<file path="src/rtl/pip_pkg.sv">
// Shared types, codes and constants of the palette image placer.
// Used by every module of the block; depends on nothing.
`timescale 1ns / 1ps

package pip_pkg;

    localparam int MAX_DIM           = 4096;
    localparam int PALETTE_DEPTH_DEF = 256;
    localparam int QDEPTH            = 4;
    localparam int QCNT_W            = $clog2(QDEPTH + 1);
    localparam int CFG_IDX_W         = 3;
    localparam int CFG_DATA_W        = 13;
    localparam int TOTAL_W           = 26;

    localparam logic [7:0] ALPHA_OPAQUE = 8'd255;

    localparam logic CMD_PALETTE = 1'b0;
    localparam logic CMD_PIXEL   = 1'b1;

    localparam logic ORDER_ROW = 1'b0;

    localparam logic [CFG_IDX_W-1:0] CFG_CANVAS_W  = 3'd0;
    localparam logic [CFG_IDX_W-1:0] CFG_CANVAS_H  = 3'd1;
    localparam logic [CFG_IDX_W-1:0] CFG_IMAGE_W   = 3'd2;
    localparam logic [CFG_IDX_W-1:0] CFG_IMAGE_H   = 3'd3;
    localparam logic [CFG_IDX_W-1:0] CFG_OFFSET_X  = 3'd4;
    localparam logic [CFG_IDX_W-1:0] CFG_OFFSET_Y  = 3'd5;
    localparam logic [CFG_IDX_W-1:0] CFG_ORDER     = 3'd6;
    localparam logic [CFG_IDX_W-1:0] CFG_PAL_COUNT = 3'd7;

    typedef enum logic [2:0] {
        ERR_NONE     = 3'd0,
        ERR_ZERO_DIM = 3'd1,
        ERR_CANVAS   = 3'd2,
        ERR_INDEX    = 3'd3,
        ERR_COUNT    = 3'd4
    } t_pip_err;

    typedef struct packed {
        logic [12:0] canvas_width;
        logic [12:0] canvas_height;
        logic [12:0] image_width;
        logic [12:0] image_height;
        logic [11:0] offset_x;
        logic [11:0] offset_y;
        logic        pixel_order;
        logic [8:0]  palette_count;
    } t_pip_cfg;

    typedef struct packed {
        logic       cmd;
        logic [7:0] entry_index;
        logic [7:0] entry_red;
        logic [7:0] entry_green;
        logic [7:0] entry_blue;
        logic [7:0] pixel_palette_index;
        logic       pixel_last;
    } t_pip_in;

    typedef struct packed {
        logic [23:0] canvas_index;
        logic [7:0]  red;
        logic [7:0]  green;
        logic [7:0]  blue;
        logic [7:0]  alpha;
        logic        write_pixel;
        logic [23:0] source_index;
        logic [7:0]  source_palette_index;
        logic [2:0]  error;
    } t_pip_out;

    // One classified item on its way from the front to the back.
    typedef struct packed {
        logic        is_pixel;
        logic [7:0]  index;
        logic [23:0] rgb;
        logic [11:0] row;
        logic [11:0] col;
        logic [23:0] pos;
        t_pip_err    err;
    } t_pip_job;

endpackage

</file>
<file path="src/rtl/pip_front.sv">
// Front end: keeps the image position counters and classifies each accepted item.
// Depends on pip_pkg; feeds the job queue read by pip_back.
`timescale 1ns / 1ps

module pip_front #(
    parameter int PALETTE_DEPTH = pip_pkg::PALETTE_DEPTH_DEF
) (
    input  logic               i_clk,
    input  logic               i_rst_n,
    input  pip_pkg::t_pip_cfg  i_cfg,
    input  logic               i_accept,
    input  pip_pkg::t_pip_in   i_item,
    output pip_pkg::t_pip_job  o_job
);
    import pip_pkg::*;

    localparam logic [14:0] MAX_DIM_W = 15'(MAX_DIM);
    localparam logic [8:0]  PAL_DEPTH = 9'(PALETTE_DEPTH);

    logic [11:0]        r_col;
    logic [11:0]        r_row;
    logic [23:0]        r_pos;
    logic [TOTAL_W-1:0] r_total;
    logic [11:0]        n_col;
    logic [11:0]        n_row;
    logic [23:0]        n_pos;

    logic       w_zero;
    logic       w_big;
    logic       w_count;
    logic       w_bad;
    logic [8:0] w_pcount;
    t_pip_err   w_err;

    always_comb begin
        w_zero = (i_cfg.canvas_width == '0) || (i_cfg.canvas_height == '0) ||
                 (i_cfg.image_width == '0) || (i_cfg.image_height == '0);
        w_big  = (15'(i_cfg.canvas_width) > MAX_DIM_W) ||
                 (15'(i_cfg.canvas_height) > MAX_DIM_W) ||
                 (15'(i_cfg.image_width) > MAX_DIM_W) ||
                 (15'(i_cfg.image_height) > MAX_DIM_W) ||
                 ((14'(i_cfg.offset_x) + 14'(i_cfg.image_width)) >
                  14'(i_cfg.canvas_width)) ||
                 ((14'(i_cfg.offset_y) + 14'(i_cfg.image_height)) >
                  14'(i_cfg.canvas_height));
        w_count = (TOTAL_W'(r_pos) >= r_total) ||
                  (i_item.pixel_last && ((TOTAL_W'(r_pos) + 1'b1) != r_total));
        w_pcount = (i_cfg.palette_count > PAL_DEPTH) ? PAL_DEPTH : i_cfg.palette_count;
        w_bad    = {1'b0, i_item.pixel_palette_index} >= w_pcount;
        if (w_zero) begin
            w_err = ERR_ZERO_DIM;
        end else if (w_big) begin
            w_err = ERR_CANVAS;
        end else if (w_count) begin
            w_err = ERR_COUNT;
        end else if (w_bad) begin
            w_err = ERR_INDEX;
        end else begin
            w_err = ERR_NONE;
        end
    end

    always_comb begin
        o_job.is_pixel = (i_item.cmd == CMD_PIXEL);
        o_job.index    = (i_item.cmd == CMD_PIXEL) ? i_item.pixel_palette_index
                                                   : i_item.entry_index;
        o_job.rgb      = {i_item.entry_red, i_item.entry_green, i_item.entry_blue};
        o_job.row      = r_row;
        o_job.col      = r_col;
        o_job.pos      = r_pos;
        o_job.err      = w_err;
    end

    always_comb begin
        n_col = r_col;
        n_row = r_row;
        n_pos = r_pos;
        if (i_accept && (i_item.cmd == CMD_PIXEL)) begin
            if (i_item.pixel_last) begin
                n_col = '0;
                n_row = '0;
                n_pos = '0;
            end else begin
                n_pos = r_pos + 1'b1;
                if (i_cfg.pixel_order == ORDER_ROW) begin
                    if ((13'(r_col) + 1'b1) >= i_cfg.image_width) begin
                        n_col = '0;
                        n_row = r_row + 1'b1;
                    end else begin
                        n_col = r_col + 1'b1;
                    end
                end else begin
                    if ((13'(r_row) + 1'b1) >= i_cfg.image_height) begin
                        n_row = '0;
                        n_col = r_col + 1'b1;
                    end else begin
                        n_row = r_row + 1'b1;
                    end
                end
            end
        end
    end

    always_ff @(posedge i_clk) begin
        if (!i_rst_n) begin
            r_col   <= '0;
            r_row   <= '0;
            r_pos   <= '0;
            r_total <= '0;
        end else begin
            r_col   <= n_col;
            r_row   <= n_row;
            r_pos   <= n_pos;
            r_total <= TOTAL_W'(i_cfg.image_width) * TOTAL_W'(i_cfg.image_height);
        end
    end

endmodule

</file>
<file path="config.mk">
export PLATFORM = sky130hd
export DESIGN_NAME = pip_front
export DESIGN_NICKNAME = d
export VERILOG_FILES = /design/src/rtl/pip_pkg.sv /design/src/rtl/pip_front.sv
export SDC_FILE = /design/constraint.sdc
export NUM_CORES = 1
export LEC_CHECK = 0
export ABC_AREA = 1
export ABC_CLOCK_PERIOD_IN_PS = 13750
export BUFFER_PORTS_ARGS = -buffer_cell sky130_fd_sc_hd__buf_2
export CORE_ASPECT_RATIO = 0.7
export CORE_MARGIN = 2
export CORE_UTILIZATION = 56
export DETAILED_ROUTE_END_ITERATION = 10
export PLACE_DENSITY = 0.77
export SYNTH_ARGS = -nofsm -noshare
export SYNTH_HDL_FRONTEND = slang
export SYNTH_SLANG_ARGS = --single-unit
</file>
<file path="constraint.sdc">
create_clock -name i_clk -period 13.75 [get_ports i_clk]
set_input_delay 1.375 -clock i_clk [delete_from_list [all_inputs] [get_ports i_clk]]
set_output_delay 1.375 -clock i_clk [all_outputs]
set_load 0.01 [all_outputs]
</file>
==> results of run 1 <==
power by group through the flow:
stage	Sequential, mW	Clock (mW)	Combinational [mW]
6_report	0.272	0.281	1.38
5_1_grt	0.273	0.294	1.62
4_1_cts	0.271	0.285	1.37
3_5_place_dp	0.275	0	1.36
3_3_place_gp	0.276	0	1.33
2_1_floorplan	0.265	0	1.04
layout by cell type (no fill, tap or decap), types with 14 or more instances in the layout:
master   instances
a21oi_1        152
buf_2          166
nand2_1        474
fa_1           123
nand3_1        115
o21ai_0         48
nor3_1          14
nand4_1         42
xnor2_1         14
xor2_1          33
ha_1           182
inv_1          430
dfxtp_1         74
nor2_1          99
worst min path at each step:
stage                           end  slack, ns  cells past startpoint
after floorplan           r_col[11]       0.50                      2
after global placement    r_row[11]       0.47                      2
after detailed placement   r_row[7]       0.48                      2
after CTS                  r_row[7]       0.49                      2
after global routing       r_col[7]       0.51                      2
final                      r_row[7]       0.50                      2
layer usage:
layer  up-vias  GRT usage [%]  part of all wire (%)
li1       6290              -                     -
met1      6035           41.7                    46
met2       557           47.4                    43
met3        59           6.13                   9.1
met4         0           6.87                   1.7
met5         -              0                     0
cell type report:
cell class              count  area [um^2]  area share, %
diodes                      1         2.50         0.0172
clock buffers              11          253           1.74
clock inverters             5          100          0.689
inverters                 430         1610           11.1
multi-input cells        1370         9810           67.6
flip-flops and latches     74         1480           10.2
well taps                 318          398           2.74
repair buffers            170          861           5.93
logic make-up after synthesis:
kind of cell    count (synthesis)  synth area share [%]
simple gates                  771                  24.4
buf+inv                       505                  15.0
fa+ha+maj                     305                  35.7
compound gates                237                  9.58
flops                          74                  11.2
xor+xnor                       50                  3.61
mux                             7                 0.594
critical path: stages:
cell      delay [ns]
buf_2           0.30
nand2_1         0.13
fa_1            0.55
inv_1           0.05
fa_1            0.49
fa_1            0.52
inv_1           0.06
fa_1            0.47
fa_1            0.54
inv_1           0.04
ha_1            0.36
nand2_1         0.09
nor2_1          0.24
a21oi_1         0.15
o21ai_0         0.51
a21boi_0        0.24
o21ai_0         0.26
o21ai_0         0.11
a21oi_1         0.13
through the flow:
step,utilization (%),hold slack [ns],setup slack [ns]
6_report,61.9,0.495,7.39
2_1_floorplan,-,0.502,7.52
3_5_place_dp,60.4,0.483,7.14
5_1_grt,61.9,0.513,7.07
4_1_cts,61.9,0.493,7.51
3_3_place_gp,60.4,0.469,7.26
state kept, by name, indices dropped and copies added (netlist names):
name	cells
r_pos	24
r_row	12
r_total	26
r_col	12
==> results.py, run 1 <==
metrics = {
    "status": {
        "outcome": "completed",
    },
    "power": {
        "clockPowerShare_pct": 14.5,
        "power_frac_seq_pct": 14.1,
        "p_sw_share_pct": 51.6,
        "ir_drop_mv": 0.155,
        "combPwrFrac_pct": 71.4,
        "power.internal_mw": 0.938,
        "power.density_nw_per_um2": 133,
        "power_mw": 1.94,
        "p_leak_nw": 8.21,
        "power_switching_mw": 0.998,
    },
    "sta": {
        "hold_violations": 0,
        "fin_crit_sh_pct": 46.2,
        "slew_headroom_pct": 49.2,
        "rsz0062_at_grt": "false",
        "finalMaxSlewViolations": 0,
        "fin_crit_ns": 6.36,
        "finalSetupTns_ns": 0,
        "finClkSkew_ns": 0.00894,
        "setup-violations-final": 0,
        "worstMarginPinSlew_ns": 0.756,
        "clock.fmax_mhz": 157,
    },
    "cts": {
        "cts_setup_buffers": 0,
        "hold_buffers": 0,
        "clkSinkCount": 74,
        "cts_inserted_buffers": 9,
        "clockBufferDepth": 2,
        "htreeDepth": 3,
        "cts_tree": "done",
        "clk_pin_slew_ns": 0.06,
        "cts-root-buf": "clkbuf_16",
        "cts_resized": 0,
        "worst_skew_pair.late_latency_ns": 0.35,
    },
    "critical_path": {
        "startpoint_type": "input port",
        "critPathRequiredTime_ns": 14.03,
        "end_kind": "flip-flop",
        "timing.rr.end": "r_col[3]",
        "path_class": "in -> reg",
        "endpoint": "r_total[20]",
        "arrival_ns": 6.64,
        "rr_worst_depth": 15,
        "path_max_fanout": 15,
        "crit_path_start": "i_cfg[53]",
        "timing.rr.start": "r_row[0]",
        "r2r_slack_ns": 9.74,
    },
    "drt": {
        "drc": 0,
        "wire_per_inst_um": 15.1,
        "vias": 12941,
        "ant_nets": 0,
        "drt_wl_total_mm": 36.0,
        "vias_per_cell": 5.44,
        "drtPass1Iterations": 6,
        "drtIter0Drc": 1080,
    },
    "finish": {
        "instances_no_fill": 2379,
        "final_layout_size_suffix_gt1_share_pct": 9.76,
        "nets": 2491,
        "fill_cells": 2184,
        "finish.instance_area_um2": 14500,
        "area_growth_pct": 9.33,
    },
    "floorplan": {
        "dieWidth_um": 188,
        "core_area_um2": 23500,
        "rows": 47,
        "initial_core_util_pct": 56.6,
        "ios": 215,
        "die_area_um2": 25000,
        "die_h_um": 133,
    },
    "worst_hold_path": {
        "worst_hold_startpoint": "r_row[7]",
        "hold_class": "reg -> reg",
    },
    "place": {
        "dp.cells": 2362,
        "io_buffers": 166,
        "gp_congestion": 0.956,
        "placed_area_um2": 14200,
        "dp_hpwl_mm": 29.4,
    },
    "global_routing": {
        "grt-ovfl-total": 0,
        "grt_usage_pct": 29.8,
        "grt_max_degree": 34,
        "first_global_vias": 12601,
        "grt_pass1_wl_mm": 60.6,
        "antenna_found_initial": 1,
    },
    "logic_synthesis": {
        "yosysTopAreaCellShare_pct": 18.5,
        "synth.distinct_cells": 39,
        "synth_area_per_cell_um2": 6.81,
        "ys_seq_elements": 74,
        "ys_seq_area_share_pct": 11.2,
        "synth_edf_count": 0,
        "synth_area_leaders": "fa_1, ha_1, nand2_1",
        "synth_area_um2": 13300,
        "synth.most_common_cell": "nand2_1",
        "synth_ff_type": "dfxtp_1",
        "synth_top_area_cell": "fa_1",
        "syn-num-nets": 2385,
        "async_reset_ff_share_pct": 0,
        "yosys-top-cells-count": "nand2_1, inv_1, ha_1, a21oi_1, fa_1",
        "postSynthCellCount": 1949,
        "ys.warnings.count": 0,
    },
    "run": {
        "cap_violations": 0,
    },
}
No activity file was read; power rests on OpenSTA's default activity.
==> run 2: changes to the inputs <==
Settings changed: ABC_CLOCK_PERIOD_IN_PS 13750 to 5500, CORE_UTILIZATION 56 to 54, PLACE_DENSITY 0.77 to 0.78.
Clock period 13.75 ns to 5.5 ns, I/O delays scaled along.
==> run 2 against run 1 <==
Compared with the run above: critical path depth up 3; routed wire length up 1.3%; clock power up 110%; register-to-register slack worse by 8.2 ns; sequential cell count unchanged; worst setup slack worse by 7.1 ns; first-iteration DRC count up 1.1%; highest routed layer unchanged; sequential share of layout area down 0.16 points; critical endpoint is now r_total[24].
==> results.py, run 2 (synthesis gave the netlist of run 1 again) <==
metrics = {
    "sta": {
        "finalMaxSlewViolations": 0,
        "clock.fmax_mhz": 192,
        "hold_violations": 0,
        "finalWorstSetupSlack_ns": 0.283,
        "fin_crit_ns": 5.22,
        "worstMarginPinSlew_ns": 0.721,
        "rsz0062_at_grt": "false",
        "finClkSkew_ns": 0.00583,
        "slew_headroom_pct": 51.5,
        "fin_crit_sh_pct": 94.9,
        "setup-violations-final": 0,
    },
    "global_routing": {
        "grt_usage_pct": 29.6,
        "first_global_vias": 12655,
        "grt_pass1_wl_mm": 61.1,
        "antenna_found_initial": 0,
        "grt-ovfl-total": 0,
        "gr-usage-met2_pct": 46.8,
        "grt_busiest_layer": "met2",
        "use_met1_pct": 40.3,
        "grt_max_degree": 49,
        "grtUsageMet3_pct": 6.71,
    },
    "critical_path": {
        "end_kind": "flip-flop",
        "crit_family": "adder cells",
        "path_class": "in -> reg",
        "path_max_fanout": 16,
        "path_cells": "buf_2, nand2_1, inv_1, fa_1, inv_1, fa_1, fa_1, inv_1, fa_1, inv_1, fa_1, inv_1, ha_1, buf_4, a21oi_1, o21ai_1, a221oi_2, nand3_1, nand2_1, nand2_1, o21ai_0, a21oi_1",
        "critPathBufInv": 7,
        "critPathRequiredTime_ns": 5.74,
        "cpPeakStageDelay_ns": 0.56,
        "startpoint_type": "input port",
        "arrival_ns": 5.46,
        "cp_slowest_cell": "fa_1",
    },
    "floorplan": {
        "rows": 47,
        "dieWidth_um": 191,
        "core_area_um2": 23900,
        "die_area_um2": 25900,
        "initial_core_util_pct": 55.6,
        "die_h_um": 135,
        "ios": 215,
    },
    "finish": {
        "area_growth_pct": 11.0,
        "largest_register_ffs": 26,
        "final_common_cell": "nand2_1",
        "final_layout_size_suffix_gt1_share_pct": 11.4,
        "seqCellArea_um2": 1480,
        "multi_input_area_um2": 9820,
        "nets": 2527,
        "top_register": "r_total",
        "finish.instance_area_um2": 14700,
        "num_antenna_cells": 0,
        "fill_cells": 2223,
        "layout_common_cells": "nand2_1, inv_1, ha_1",
        "top_regs": "r_total x26, r_pos x24",
    },
    "place": {
        "gp_congestion": 0.957,
        "io_buffers": 166,
        "dp_hpwl_mm": 30.4,
        "pre_cts_ws_ns": -0.0777,
        "placed_area_um2": 14400,
    },
    "power": {
        "power.internal_mw": 2.51,
        "p_sw_share_pct": 50.7,
        "ir_drop_mv": 0.443,
        "power_mw": 5.10,
        "combPwrFrac_pct": 74.8,
        "power_frac_seq_pct": 13.4,
        "power.density_nw_per_um2": 346,
        "clockPowerShare_pct": 11.8,
        "power_switching_mw": 2.58,
        "p_leak_nw": 8.35,
    },
    "drt": {
        "drtPass1Iterations": 5,
        "drtIter0Drc": 1092,
        "wire_per_inst_um": 15.1,
        "vias": 12978,
        "ant_nets": 0,
        "drt_wl_total_mm": 36.4,
        "vias_per_cell": 5.38,
        "drc": 0,
    },
    "cts": {
        "hold_buffers": 0,
        "cts-root-buf": "clkbuf_16",
        "cts_inserted_buffers": 9,
        "cts_resized": 0,
        "clkSinkCount": 74,
        "cts_tree": "done",
        "htreeDepth": 3,
        "cts_setup_buffers": 0,
        "clk_pin_slew_ns": 0.06,
        "worst_skew_pair.late_latency_ns": 0.36,
        "clockBufferDepth": 2,
    },
    "worst_hold_path": {
        "hold_class": "reg -> reg",
    },
    "status": {
        "outcome": "completed",
    },
    "run": {
        "cap_violations": 0,
    },
}
-- run 2: cell types whose count changed in the layout (fill, tap and decap cells not counted), sizes merged --
cell,before,now
buf,170,204
bufinv,3,1
clkbuf,11,12
clkinv,2,3
clkinvlp,0,2
diode,1,0
-- run 2: worst register-to-register path, stage by stage, from the launching register on --
cell,delay [ns]
dfxtp_1,0.47
ha_1,0.25
nand3_1,0.12
nor3_1,0.25
nand2_1,0.09
nor2_1,0.16
nand3_1,0.14
nor3_1,0.25
ha_1,0.31
a21oi_1,0.14
o21ai_0,0.09
a21oi_1,0.20
nand4_1,0.53
nand2_1,0.57
o21ai_0,0.13
a21oi_1,0.16
-- run 2: final timing paths --
check / start / to / slack, ns / cells after the start
min: r_col[11] / r_col[11] / 0.49 / 2
max reg2reg: r_row[0] / r_col[0] / 1.58 / 15
max: i_cfg[56] / r_total[24] / 0.28 / 22
min reg2reg: r_col[11] / r_col[11] / 0.49 / 2
-- run 2: power groups by stage --
stage / clock network, mW / registers, mW / logic (mW)
3_5_place_dp: 0 / 0.689 / 3.73
5_1_grt: 0.632 / 0.685 / 4.43
4_1_cts: 0.612 / 0.680 / 3.76
3_3_place_gp: 0 / 0.691 / 3.64
6_report: 0.601 / 0.682 / 3.81
2_1_floorplan: 0 / 0.664 / 2.61
-- run 2: cell type report --
cell class / count / share of cell area [%]
flip-flops and latches: 74 / 10.0
clock buffers: 10 / 1.55
repair buffers: 206 / 7.70
well taps: 318 / 2.70
multi-input cells: 1370 / 66.6
inverters: 430 / 10.9
clock inverters: 6 / 0.458
-- run 2: per-stage QoR --
stage	instances	util (%)	setup TNS, ns	hold WS (ns)
after detailed placement	2398	60.5	-0.118	0.476
after global placement	2398	60.5	-0.0436	0.474
after global routing	2414	61.8	0	0.524
after CTS	2414	61.7	0	0.485
final	2414	61.8	0	0.487
after floorplan	1949	-	0	0.502
-- run 2: metal layers --
layer  share of wire, %  routed length (um)
met4                2.8                1010
met2                 43               15700
met5                  0                   0
met3                9.6                3500
met1                 44               16200
