`src/rtl/pip_pkg.sv`:
```
// Shared types, codes and constants of the palette image placer.
// Used by every module of the block; depends on nothing.
`timescale 1ns / 1ps

package pip_pkg;

    localparam int MAX_DIM           = 4096;
    localparam int PALETTE_DEPTH_DEF = 256;
    localparam int QDEPTH            = 4;
    localparam int QCNT_W            = $clog2(QDEPTH + 1);
    localparam int CFG_IDX_W         = 3;
    localparam int CFG_DATA_W        = 13;
    localparam int TOTAL_W           = 26;

    localparam logic [7:0] ALPHA_OPAQUE = 8'd255;

    localparam logic CMD_PALETTE = 1'b0;
    localparam logic CMD_PIXEL   = 1'b1;

    localparam logic ORDER_ROW = 1'b0;

    localparam logic [CFG_IDX_W-1:0] CFG_CANVAS_W  = 3'd0;
    localparam logic [CFG_IDX_W-1:0] CFG_CANVAS_H  = 3'd1;
    localparam logic [CFG_IDX_W-1:0] CFG_IMAGE_W   = 3'd2;
    localparam logic [CFG_IDX_W-1:0] CFG_IMAGE_H   = 3'd3;
    localparam logic [CFG_IDX_W-1:0] CFG_OFFSET_X  = 3'd4;
    localparam logic [CFG_IDX_W-1:0] CFG_OFFSET_Y  = 3'd5;
    localparam logic [CFG_IDX_W-1:0] CFG_ORDER     = 3'd6;
    localparam logic [CFG_IDX_W-1:0] CFG_PAL_COUNT = 3'd7;

    typedef enum logic [2:0] {
        ERR_NONE     = 3'd0,
        ERR_ZERO_DIM = 3'd1,
        ERR_CANVAS   = 3'd2,
        ERR_INDEX    = 3'd3,
        ERR_COUNT    = 3'd4
    } t_pip_err;

    typedef struct packed {
        logic [12:0] canvas_width;
        logic [12:0] canvas_height;
        logic [12:0] image_width;
        logic [12:0] image_height;
        logic [11:0] offset_x;
        logic [11:0] offset_y;
        logic        pixel_order;
        logic [8:0]  palette_count;
    } t_pip_cfg;

    typedef struct packed {
        logic       cmd;
        logic [7:0] entry_index;
        logic [7:0] entry_red;
        logic [7:0] entry_green;
        logic [7:0] entry_blue;
        logic [7:0] pixel_palette_index;
        logic       pixel_last;
    } t_pip_in;

    typedef struct packed {
        logic [23:0] canvas_index;
        logic [7:0]  red;
        logic [7:0]  green;
        logic [7:0]  blue;
        logic [7:0]  alpha;
        logic        write_pixel;
        logic [23:0] source_index;
        logic [7:0]  source_palette_index;
        logic [2:0]  error;
    } t_pip_out;

    // One classified item on its way from the front to the back.
    typedef struct packed {
        logic        is_pixel;
        logic [7:0]  index;
        logic [23:0] rgb;
        logic [11:0] row;
        logic [11:0] col;
        logic [23:0] pos;
        t_pip_err    err;
    } t_pip_job;

endpackage

```
`src/rtl/pip_fifo.sv`:
```
// Small synchronous queue of registers, used between front and back and at the output.
// Depends on pip_pkg for the default depth.
`timescale 1ns / 1ps

module pip_fifo #(
    parameter type T     = logic,
    parameter int  DEPTH = pip_pkg::QDEPTH
) (
    input  logic                         i_clk,
    input  logic                         i_rst_n,
    input  logic                         i_push,
    input  T                             i_data,
    input  logic                         i_pop,
    output T                             o_data,
    output logic [$clog2(DEPTH+1)-1:0]   o_count
);
    localparam int PTR_W = (DEPTH > 1) ? $clog2(DEPTH) : 1;
    localparam int CNT_W = $clog2(DEPTH + 1);

    T                 r_mem [DEPTH];
    logic [PTR_W-1:0] r_wr;
    logic [PTR_W-1:0] r_rd;
    logic [CNT_W-1:0] r_count;
    logic [PTR_W-1:0] n_wr;
    logic [PTR_W-1:0] n_rd;
    logic [CNT_W-1:0] n_count;

    always_comb begin
        n_wr    = r_wr;
        n_rd    = r_rd;
        n_count = r_count;
        if (i_push) begin
            n_wr = (r_wr == PTR_W'(DEPTH - 1)) ? '0 : r_wr + 1'b1;
        end
        if (i_pop) begin
            n_rd = (r_rd == PTR_W'(DEPTH - 1)) ? '0 : r_rd + 1'b1;
        end
        case ({i_push, i_pop})
            2'b10:   n_count = r_count + 1'b1;
            2'b01:   n_count = r_count - 1'b1;
            default: n_count = r_count;
        endcase
    end

    always_ff @(posedge i_clk) begin
        if (!i_rst_n) begin
            r_wr    <= '0;
            r_rd    <= '0;
            r_count <= '0;
        end else begin
            r_wr    <= n_wr;
            r_rd    <= n_rd;
            r_count <= n_count;
        end
    end

    always_ff @(posedge i_clk) begin
        if (i_push) begin
            r_mem[r_wr] <= i_data;
        end
    end

    assign o_data  = r_mem[r_rd];
    assign o_count = r_count;

endmodule

```
`config.mk`:
```
export PLATFORM = sky130hd
export DESIGN_NAME = pip_fifo
export DESIGN_NICKNAME = d
export VERILOG_FILES = /design/src/rtl/pip_pkg.sv /design/src/rtl/pip_fifo.sv
export SDC_FILE = /design/constraint.sdc
export NUM_CORES = 1
export LEC_CHECK = 0
export BUFFER_PORTS_ARGS = -buffer_cell sky130_fd_sc_hd__buf_2
export CORE_AREA = 2 2 39 41
export CTS_CLUSTER_SIZE = 8
export DETAILED_ROUTE_END_ITERATION = 6
export DIE_AREA = 0 0 41 43
export PLACE_DENSITY_LB_ADDON = 0.2
export SYNTH_ARGS = -nofsm -noshare
export SYNTH_HDL_FRONTEND = slang
export SYNTH_SLANG_ARGS = --single-unit
```
`constraint.sdc`:
```
create_clock -name i_clk -period 1.28 [get_ports i_clk]
set_input_delay 0.064 -clock i_clk [delete_from_list [all_inputs] [get_ports i_clk]]
set_output_delay 0.064 -clock i_clk [all_outputs]
set_load 0.1 [all_outputs]
```
==> results of run 1 <==
-- placed cells by master, fill, tap and decap left out --
cell type      instances
a21boi_1               1
buf_2                  7
clkinv_2               1
buf_6                  1
dfxtp_1                7
clkbuf_4               3
o21a_1                 1
xnor2_1                2
or3_1                  1
mux2i_1                3
and2_1                 5
nor2b_1                5
fa_2                   1
buf_4                  5
o21ai_0                1
mux4_2                 1
nor3b_1                2
edfxtp_1               4
a21oi_1                1
dlygate4sd3_1          1
inv_1                  3
dfxtp_4                2
ha_1                   6
-- worst max path at each step --
stage / endpoint / slack (ns) / start
final: o_data / -0.1 / r_mem[3]
after global routing: o_data / -0.16 / r_mem[2]
after CTS: o_data / -0.11 / r_mem[3]
after detailed placement: o_count[2] / -0.20 / i_push
after global placement: o_count[2] / -0.15 / i_push
after floorplan: o_count[2] / -0.14 / o_count[1]
-- cells by family (layout without fill, tap and decap cells) --
kind of cell | after synthesis | after routing | synth area share [%]
compound gates | 4 | 4 | 4.27
flops | 13 | 13 | 51.3
buf+inv | 3 | 21 | 1.92
xor+xnor | 2 | 2 | 2.99
fa+ha+maj | 7 | 7 | 16.2
simple gates | 13 | 13 | 14.3
mux | 4 | 4 | 8.97
-- report_power, final --
group	internal [mW]	switching [mW]
sequential	0.462	0.0219
combinational	0.0975	0.195
clock	0.116	0.132
-- through the flow --
| step | TNS, ns | power, mW | area, sq um | hold WS, ns |
|---|---|---|---|---|
| 6_report | -0.158 | 1.02 | 737 | 0.0775 |
| 5_1_grt | -0.310 | 1.08 | 737 | 0.0866 |
| 4_1_cts | -0.165 | 1.04 | 737 | 0.0802 |
| 3_5_place_dp | -0.198 | 0.780 | 693 | 0.284 |
| 3_3_place_gp | -0.149 | 0.779 | 693 | 0.281 |
| 2_1_floorplan | -0.163 | 0.714 | 596 | 0.163 |
-- what timing repair did --
action,in CTS,in global routing
gates resized for setup,2,0
endpoints found under the setup margin,2,2
pin swaps,0,0
cloned,0,0
endpoints found under the hold margin,4,0
hold buffers,1,0
setup buffers,0,0
-- worst max-delay path: cells and delay by family (launching register included) --
kind,cells,cell delay [ns]
muxes,1,0.48
DFF,1,0.37
buffers and inverters,1,0.20
-- final cells by class --
type / instances / share of cell area (%)
Sequential cell: 13 / 41.8
Timing Repair Buffer: 14 / 12.7
Multi-Input combinational cell: 30 / 37.5
Clock inverter: 1 / 0.679
Tap cell: 16 / 2.72
Inverter: 3 / 1.53
Clock buffer: 3 / 3.06
-- metal layers --
layer	vias up	routed length, um	track usage, %
li1	194	-	-
met1	152	365	16.6
met2	3	352	15.6
met4	0	0	10.0
met5	-	0	0
met3	0	19	3.14
==> flow_summary.toml, run 1 <==
[critical_path]
rrSetupSlack_ns = -0.06
cp_max_fo = 1
r2r-start = "o_count[1]"
r2r.worst_path.cells = 4
cp-start-kind = "flop"
crit_arrival_ns = 1.32
crit_chain = "mux4_2, buf_6"
crit_type = "flop to output port"
critPathMaxStageDelay_ns = 0.48
worst_path_max_delay_cell = "mux4_2"
cp-end-kind = "output port"
worstPathRequired_ns = 1.22
r2r_end = "o_count[2]"

[detailed_routing]
dr.pass1.iters = 2
drc_errors = 0
first_iter_violations = 1
vias = 349
drt-total-wl_um = 737
vias_per_cell = 4.36
ant_nets = 0
wl_per_cell_um = 9.21

[yosys]
synth_top_area_share_pct = 30.8
netlist_area_sq_um = 586
synthTopCellsByArea = "dfxtp_1 31%, edfxtp_1 21%, ha_1 13%"
synth_most_common_cell = "dfxtp_1"
synth_area_leader_cell = "dfxtp_1"
synth_common_cells = "9 x dfxtp_1, 6 x ha_1, 5 x and2_1, 5 x nor2b_1, 4 x edfxtp_1"
synth_edf_count = 4
avgSynthCellArea_sq_um = 12.7
yosys_warnings = 0
synthFlopType = "dfxtp_1"
synth_seq_cells = 13
syn-num-nets = 58
synthDistinctLibCells = 16
synth_seq_area_share_pct = 51.3
syn_inst = 46
async_reset_ff_share_pct = 0

[grt]
grt_max_degree = 9
grtUsageTotal_pct = 12.2
first_global_vias = 359
grt-ovfl-total = 0
antenna_found_initial = 0
grt_pass1_wl_mm = 1.40

[timing]
period_share_pct = 108
fmax_ghz = 0.725
tightest_slew_ns = 0.485
rsz0062_at_grt = "true"
setup_viol = 2
min_period_ns = 1.38
finalHoldViolCount = 0
finalClockSkew_ns = 0.00331
slew_viol_final = 0
slew_headroom_pct = 67.9
setup_slack_ns = -0.0992

[outcome]
violations = "setup timing"
outcome = "finished, violations left"

[min_path]
holdPathStages = 2
hold_end = "o_count[0]"
min_path_type = "input pin to flop"
worstHoldStart = "i_rst_n"

[cts]
cts_buffer_depth = 2
clk_latency_ns = 0.27
root_buffer = "clkbuf_4"
cts_sinks = 13
cts_max_level = 1
clk_pin_slew_ns = 0.08
cts_tree = "yes"
numCtsBuffers = 3

[layout]
synthToLayoutAreaGrowth_pct = 25.9
final_util_pct = 53.3
drive_above_1_share_pct = 32.8
multi_input_area_sq_um = 277
layout.nets = 77
fill_cells = 126
regArea_sq_um = 308
finalNonFillerCells = 80
antenna_cells = 0

[die]
fp.dieW_um = 41
num_rows = 14
die_y_um = 43
coreArea_sq_um = 1380
die-area_sq_um = 1760
start_util_pct = 42.3
ios = 9

[placement]
pre_cts_slack_ns = -0.198
portBuffers = 8
place_inst = 75
gp_congestion = 0.751
detailed_place_hpwl_um = 590

[power_and_ir_drop]
leakagePower_nw = 0.324
vdd_drop_max_uv = 639
p_per_area_nw_per_um2 = 1390

[run]
cap_viol_max_count = 0
No activity file was read; power rests on OpenSTA's default activity.
==> run 2, diff against run 1 <==
CTS_BUF_LIST = sky130_fd_sc_hd__clkbuf_8   (was default)
clock period = 1.7 ns   (was 1.28 ns; I/O delays follow)
==> flow_summary.toml, run 2 (synthesis results as in run 1) <==
[outcome]
outcome = "finished clean"

[layout]
antenna_cells = 0
mostFrequentLayoutCells = "8 x buf_2, 7 x dfxtp_1, 6 x ha_1"
synthToLayoutAreaGrowth_pct = 18.4
final_util_pct = 50.1
drive_above_1_share_pct = 24.1
mostFrequentLayoutCell = "buf_2"
layout.nets = 71

[critical_path]
cp-end-kind = "output port"
worstPathRequired_ns = 1.62
cp-start-kind = "flop"
cp_max_fo = 1
crit_arrival_ns = 1.34
crit_type = "flop to output port"

[power_and_ir_drop]
switching_share_pct = 31.4
p_clk_share_pct = 31.2
leakagePower_nw = 0.302
combPwrFrac_pct = 24.0
p_per_area_nw_per_um2 = 1180
p_switching_mw = 0.257
intPower_mw = 0.562
seq_power_share_pct = 44.8
vdd_drop_max_uv = 545

[detailed_routing]
drt-total-wl_um = 710
vias = 336
top_layer = "met4"
vias_per_cell = 4.54
wl_met3_um = 30
met1_length_um = 336
drc_errors = 0
ant_nets = 0
wl_met2_um = 336
dr.pass1.iters = 2
wl_per_cell_um = 9.59
first_iter_violations = 3

[die]
coreArea_sq_um = 1380
num_rows = 14
fp.dieW_um = 41
start_util_pct = 42.3
die-area_sq_um = 1760
ios = 9
die_y_um = 43

[grt]
grt_max_degree = 8
first_global_vias = 312
grt-ovfl-total = 0
grtUsageTotal_pct = 10.6
antenna_found_initial = 0
grt_pass1_wl_mm = 1.21

[timing]
tightest_slew_ns = 0.485
slew_viol_final = 0
period_share_pct = 83.9
rsz0062_at_grt = "false"
fin_setup_tns_ns = 0
fmax_ghz = 0.701
setup_viol = 0
finalClockSkew_ns = 0.000209
finalHoldViolCount = 0
slew_headroom_pct = 67.9
min_period_ns = 1.43

[min_path]
min_path_type = "input pin to flop"

[cts]
numCtsBuffers = 3
cts.repair.resized = 0
cts_buffer_depth = 2
cts_max_level = 1
cts_setup_buffers = 0
cts_sinks = 13
clk_latency_ns = 0.23
cts_tree = "yes"
cts_hold_buf = 0
clk_pin_slew_ns = 0.05
root_buffer = "clkbuf_8"

[placement]
gp_congestion = 0.679
portBuffers = 8
detailed_place_hpwl_um = 560

[run]
cap_viol_max_count = 0
run 2: final timing paths:
path,slack (ns),endpoint,cells past startpoint,start
worst max register to register,0.28,o_count[2],4,o_count[0]
worst max-delay path,0.27,o_data,2,r_mem[2]
worst min register to register,0.50,o_count[2],2,o_count[2]
worst min-delay path,0.07,r_mem[2],1,i_data
run 2: cell type report:
type                       instances  area [sq um]
multi-input combinational         30           274
tap                               16          20.0
clock buffer                       3          41.3
timing repair buffer               8          40.0
inverter                           3          11.3
clock inverter                     1          3.75
sequential                        13           303
fill                             127           691
run 2: per-stage QoR:
stage | instance area (sq um) | power [mW] | hold WS, ns | cells | worst slack (ns)
6_report | 693 | 0.819 | 0.0666 | 74 | 0.274
5_1_grt | 693 | 0.863 | 0.0644 | 74 | 0.181
4_1_cts | 693 | 0.832 | 0.0629 | 74 | 0.253
3_5_place_dp | 648 | 0.570 | 0.307 | 70 | 0.154
3_3_place_gp | 648 | 0.571 | 0.302 | 70 | 0.178
2_1_floorplan | 588 | 0.536 | 0.184 | 46 | 0.104
run 2: critical path: stages (launching register included):
cell and delay [ns]:
edfxtp_1 0.36, mux4_2 0.45, buf_2 0.30
run 2: routing by layer:
layer	up-vias	GRT usage, %
met3	2	3.14
li1	180	-
met1	148	13.6
met2	6	14.4
met4	0	8.00
met5	-	0
run 2: power by group through the flow:
stage	logic, mW	registers [mW]	clock network [mW]
2_1_floorplan	0.0867	0.449	0
3_3_place_gp	0.198	0.373	0
3_5_place_dp	0.197	0.374	0
4_1_cts	0.199	0.367	0.266
5_1_grt	0.212	0.371	0.280
6_report	0.196	0.367	0.255
==> run 3, diff against run 2 <==
ABC_AREA = 1   (was default)
clock period = 1.45 ns   (was 1.7 ns; I/O delays follow)
==> flow_summary.toml, run 3 <==
[outcome]
outcome = "finished clean"

[critical_path]
worstPathRequired_ns = 1.38
critical_path.top_delay_family = "buffers and inverters"
crit_arrival_ns = 1.19
r2r.worst_path.cells = 6
critical_path_buf_inv_count = 2
critPathMaxStageDelay_ns = 0.32
path_common_cell = "nor2_1"
rrSetupSlack_ns = 0.21
cp_max_fo = 3
cp-end-kind = "output port"
r2r_end = "o_count[2]"
worst_path_max_delay_cell = "dfxtp_1"
cp-start-kind = "flop"
crit_type = "flop to output port"
crit_chain = "inv_1, nor2_1, nor2_1, o21ai_0, o21ai_2, buf_4"
r2r-start = "o_count[0]"

[cts]
cts_max_level = 1
root_buffer = "clkbuf_8"
numCtsBuffers = 3
cts_sinks = 13
clk_pin_slew_ns = 0.05
clk_latency_ns = 0.24
cts_tree = "yes"
cts_buffer_depth = 2
cts_hold_buf = 0

[die]
start_util_pct = 43.7
die-area_sq_um = 1760
num_rows = 14
ios = 9
coreArea_sq_um = 1380
die_y_um = 43
fp.dieW_um = 41

[detailed_routing]
vias_per_cell = 4.46
first_iter_violations = 5
dr.pass1.iters = 2
ant_nets = 0
drc_errors = 0
drt-total-wl_um = 880
wl_per_cell_um = 9.17
vias = 428

[timing]
tightest_slew_ns = 0.483
slew_headroom_pct = 68.0
period_share_pct = 87.1
fin_setup_tns_ns = 0
rsz0062_at_grt = "false"
min_period_ns = 1.26
finalHoldViolCount = 0
finalClockSkew_ns = 0.00160
setup_viol = 0
fmax_ghz = 0.792
slew_viol_final = 0

[yosys]
synth_seq_area_share_pct = 49.7
async_reset_ff_share_pct = 0
syn_inst = 68
netlist_area_sq_um = 604
synth_area_leader_cell = "dfxtp_1"
avgSynthCellArea_sq_um = 8.89
synthTopCellsByArea = "dfxtp_1 30%, edfxtp_1 20%, ha_1 12%"
synthFlopType = "dfxtp_1"
synth_seq_cells = 13
syn-num-nets = 80
synth_edf_count = 4
synth_top_area_share_pct = 29.8
synthDistinctLibCells = 13
synth_common_cells = "13 x inv_1, 13 x nor2_1, 10 x nand2_1"
yosys_warnings = 0

[layout]
fill_cells = 139
antenna_cells = 0
final_util_pct = 52.4
synthToLayoutAreaGrowth_pct = 19.9
layout.nets = 93
mostFrequentLayoutCells = "13 x inv_1, 13 x nor2_1, 10 x nand2_1"
finalNonFillerCells = 96
drive_above_1_share_pct = 20.0

[min_path]
hold_end = "r_mem[2]"
min_path_type = "input pin to flop"
holdPathStages = 1
worstHoldStart = "i_data"

[grt]
first_global_vias = 416
grt-ovfl-total = 0
grt_max_degree = 9
grt_pass1_wl_mm = 1.64
antenna_found_initial = 0
grtUsageTotal_pct = 14.1

[run]
cap_viol_max_count = 0

[power_and_ir_drop]
vdd_drop_max_uv = 760
leakagePower_nw = 0.368
p_per_area_nw_per_um2 = 1370

[placement]
gp_congestion = 0.677
portBuffers = 8
place_inst = 92
-- run 3: cell types whose count changed after synthesis, sizes merged, moves of 5 or more --
cell	before	now
o21ai	1	6
nor2	0	13
inv	3	13
nor2b	5	0
and2	5	0
nand2	0	10
-- run 3: timing repair --
item                                    in CTS  in global routing
endpoints found under the setup margin       0                  1
hold endpoints to repair                     0                  0
gates resized for setup                      0                  2
buffers inserted                             0                  0
-- run 3: worst max-delay path by stage --
| stage | startpoint | endpoint | cells after the start |
|---|---|---|---|
| after floorplan | o_count[2] | o_count[2] | 3 |
| after global placement | i_push | o_count[2] | 9 |
| after detailed placement | i_push | o_count[2] | 9 |
| after CTS | flop | o_data | 6 |
| after global routing | flop | o_data | 6 |
| final | flop | o_data | 6 |
-- run 3: routing by layer --
metal	wire length [um]	share of wire, %	track usage (%)
met5	0	0	0
met4	0	0	6.00
met3	30	3.4	4.71
met2	497	56	23.8
met1	353	40	15.1
-- run 3: report_power, final --
part,switching [mW],internal (mW)
clock,0.123,0.189
sequential,0.0255,0.411
combinational,0.184,0.0613
-- run 3: worst reg2reg max path: stages, from the launching register on --
cell     delay (ns)
dfxtp_4        0.36
fa_1           0.46
nand2_1        0.11
nand2_1        0.05
nor2_1         0.08
nor2_1         0.04
nor2_1         0.08
-- run 3: cells by family after synthesis --
group | Yosys count | synth area share, %
flops | 13 | 49.7
xor+xnor | 2 | 2.90
buf+inv | 13 | 8.08
compound gates | 8 | 6.63
simple gates | 25 | 17.0
fa+ha+maj | 7 | 15.7
-- run 3: area by class of cell --
type	count	area [sq um]	share of cell area, %
Clock inverter	1	5.00	0.691
Inverter	13	48.8	6.74
Timing Repair Buffer	8	42.5	5.87
Clock buffer	3	41.3	5.70
Sequential cell	13	308	42.5
Multi-Input combinational cell	42	259	35.8
Tap cell	16	20.0	2.76
-- run 3: through the flow --
stage	setup slack, ns	total power, mW	instance area, sq um	hold WS [ns]
after floorplan	0.110	0.640	616	0.171
after global placement	0.111	0.681	676	0.287
after detailed placement	0.0590	0.691	676	0.296
after CTS	0.0285	1.01	722	0.0492
after global routing	0.0216	1.06	724	0.0412
final	0.188	0.994	724	0.0482
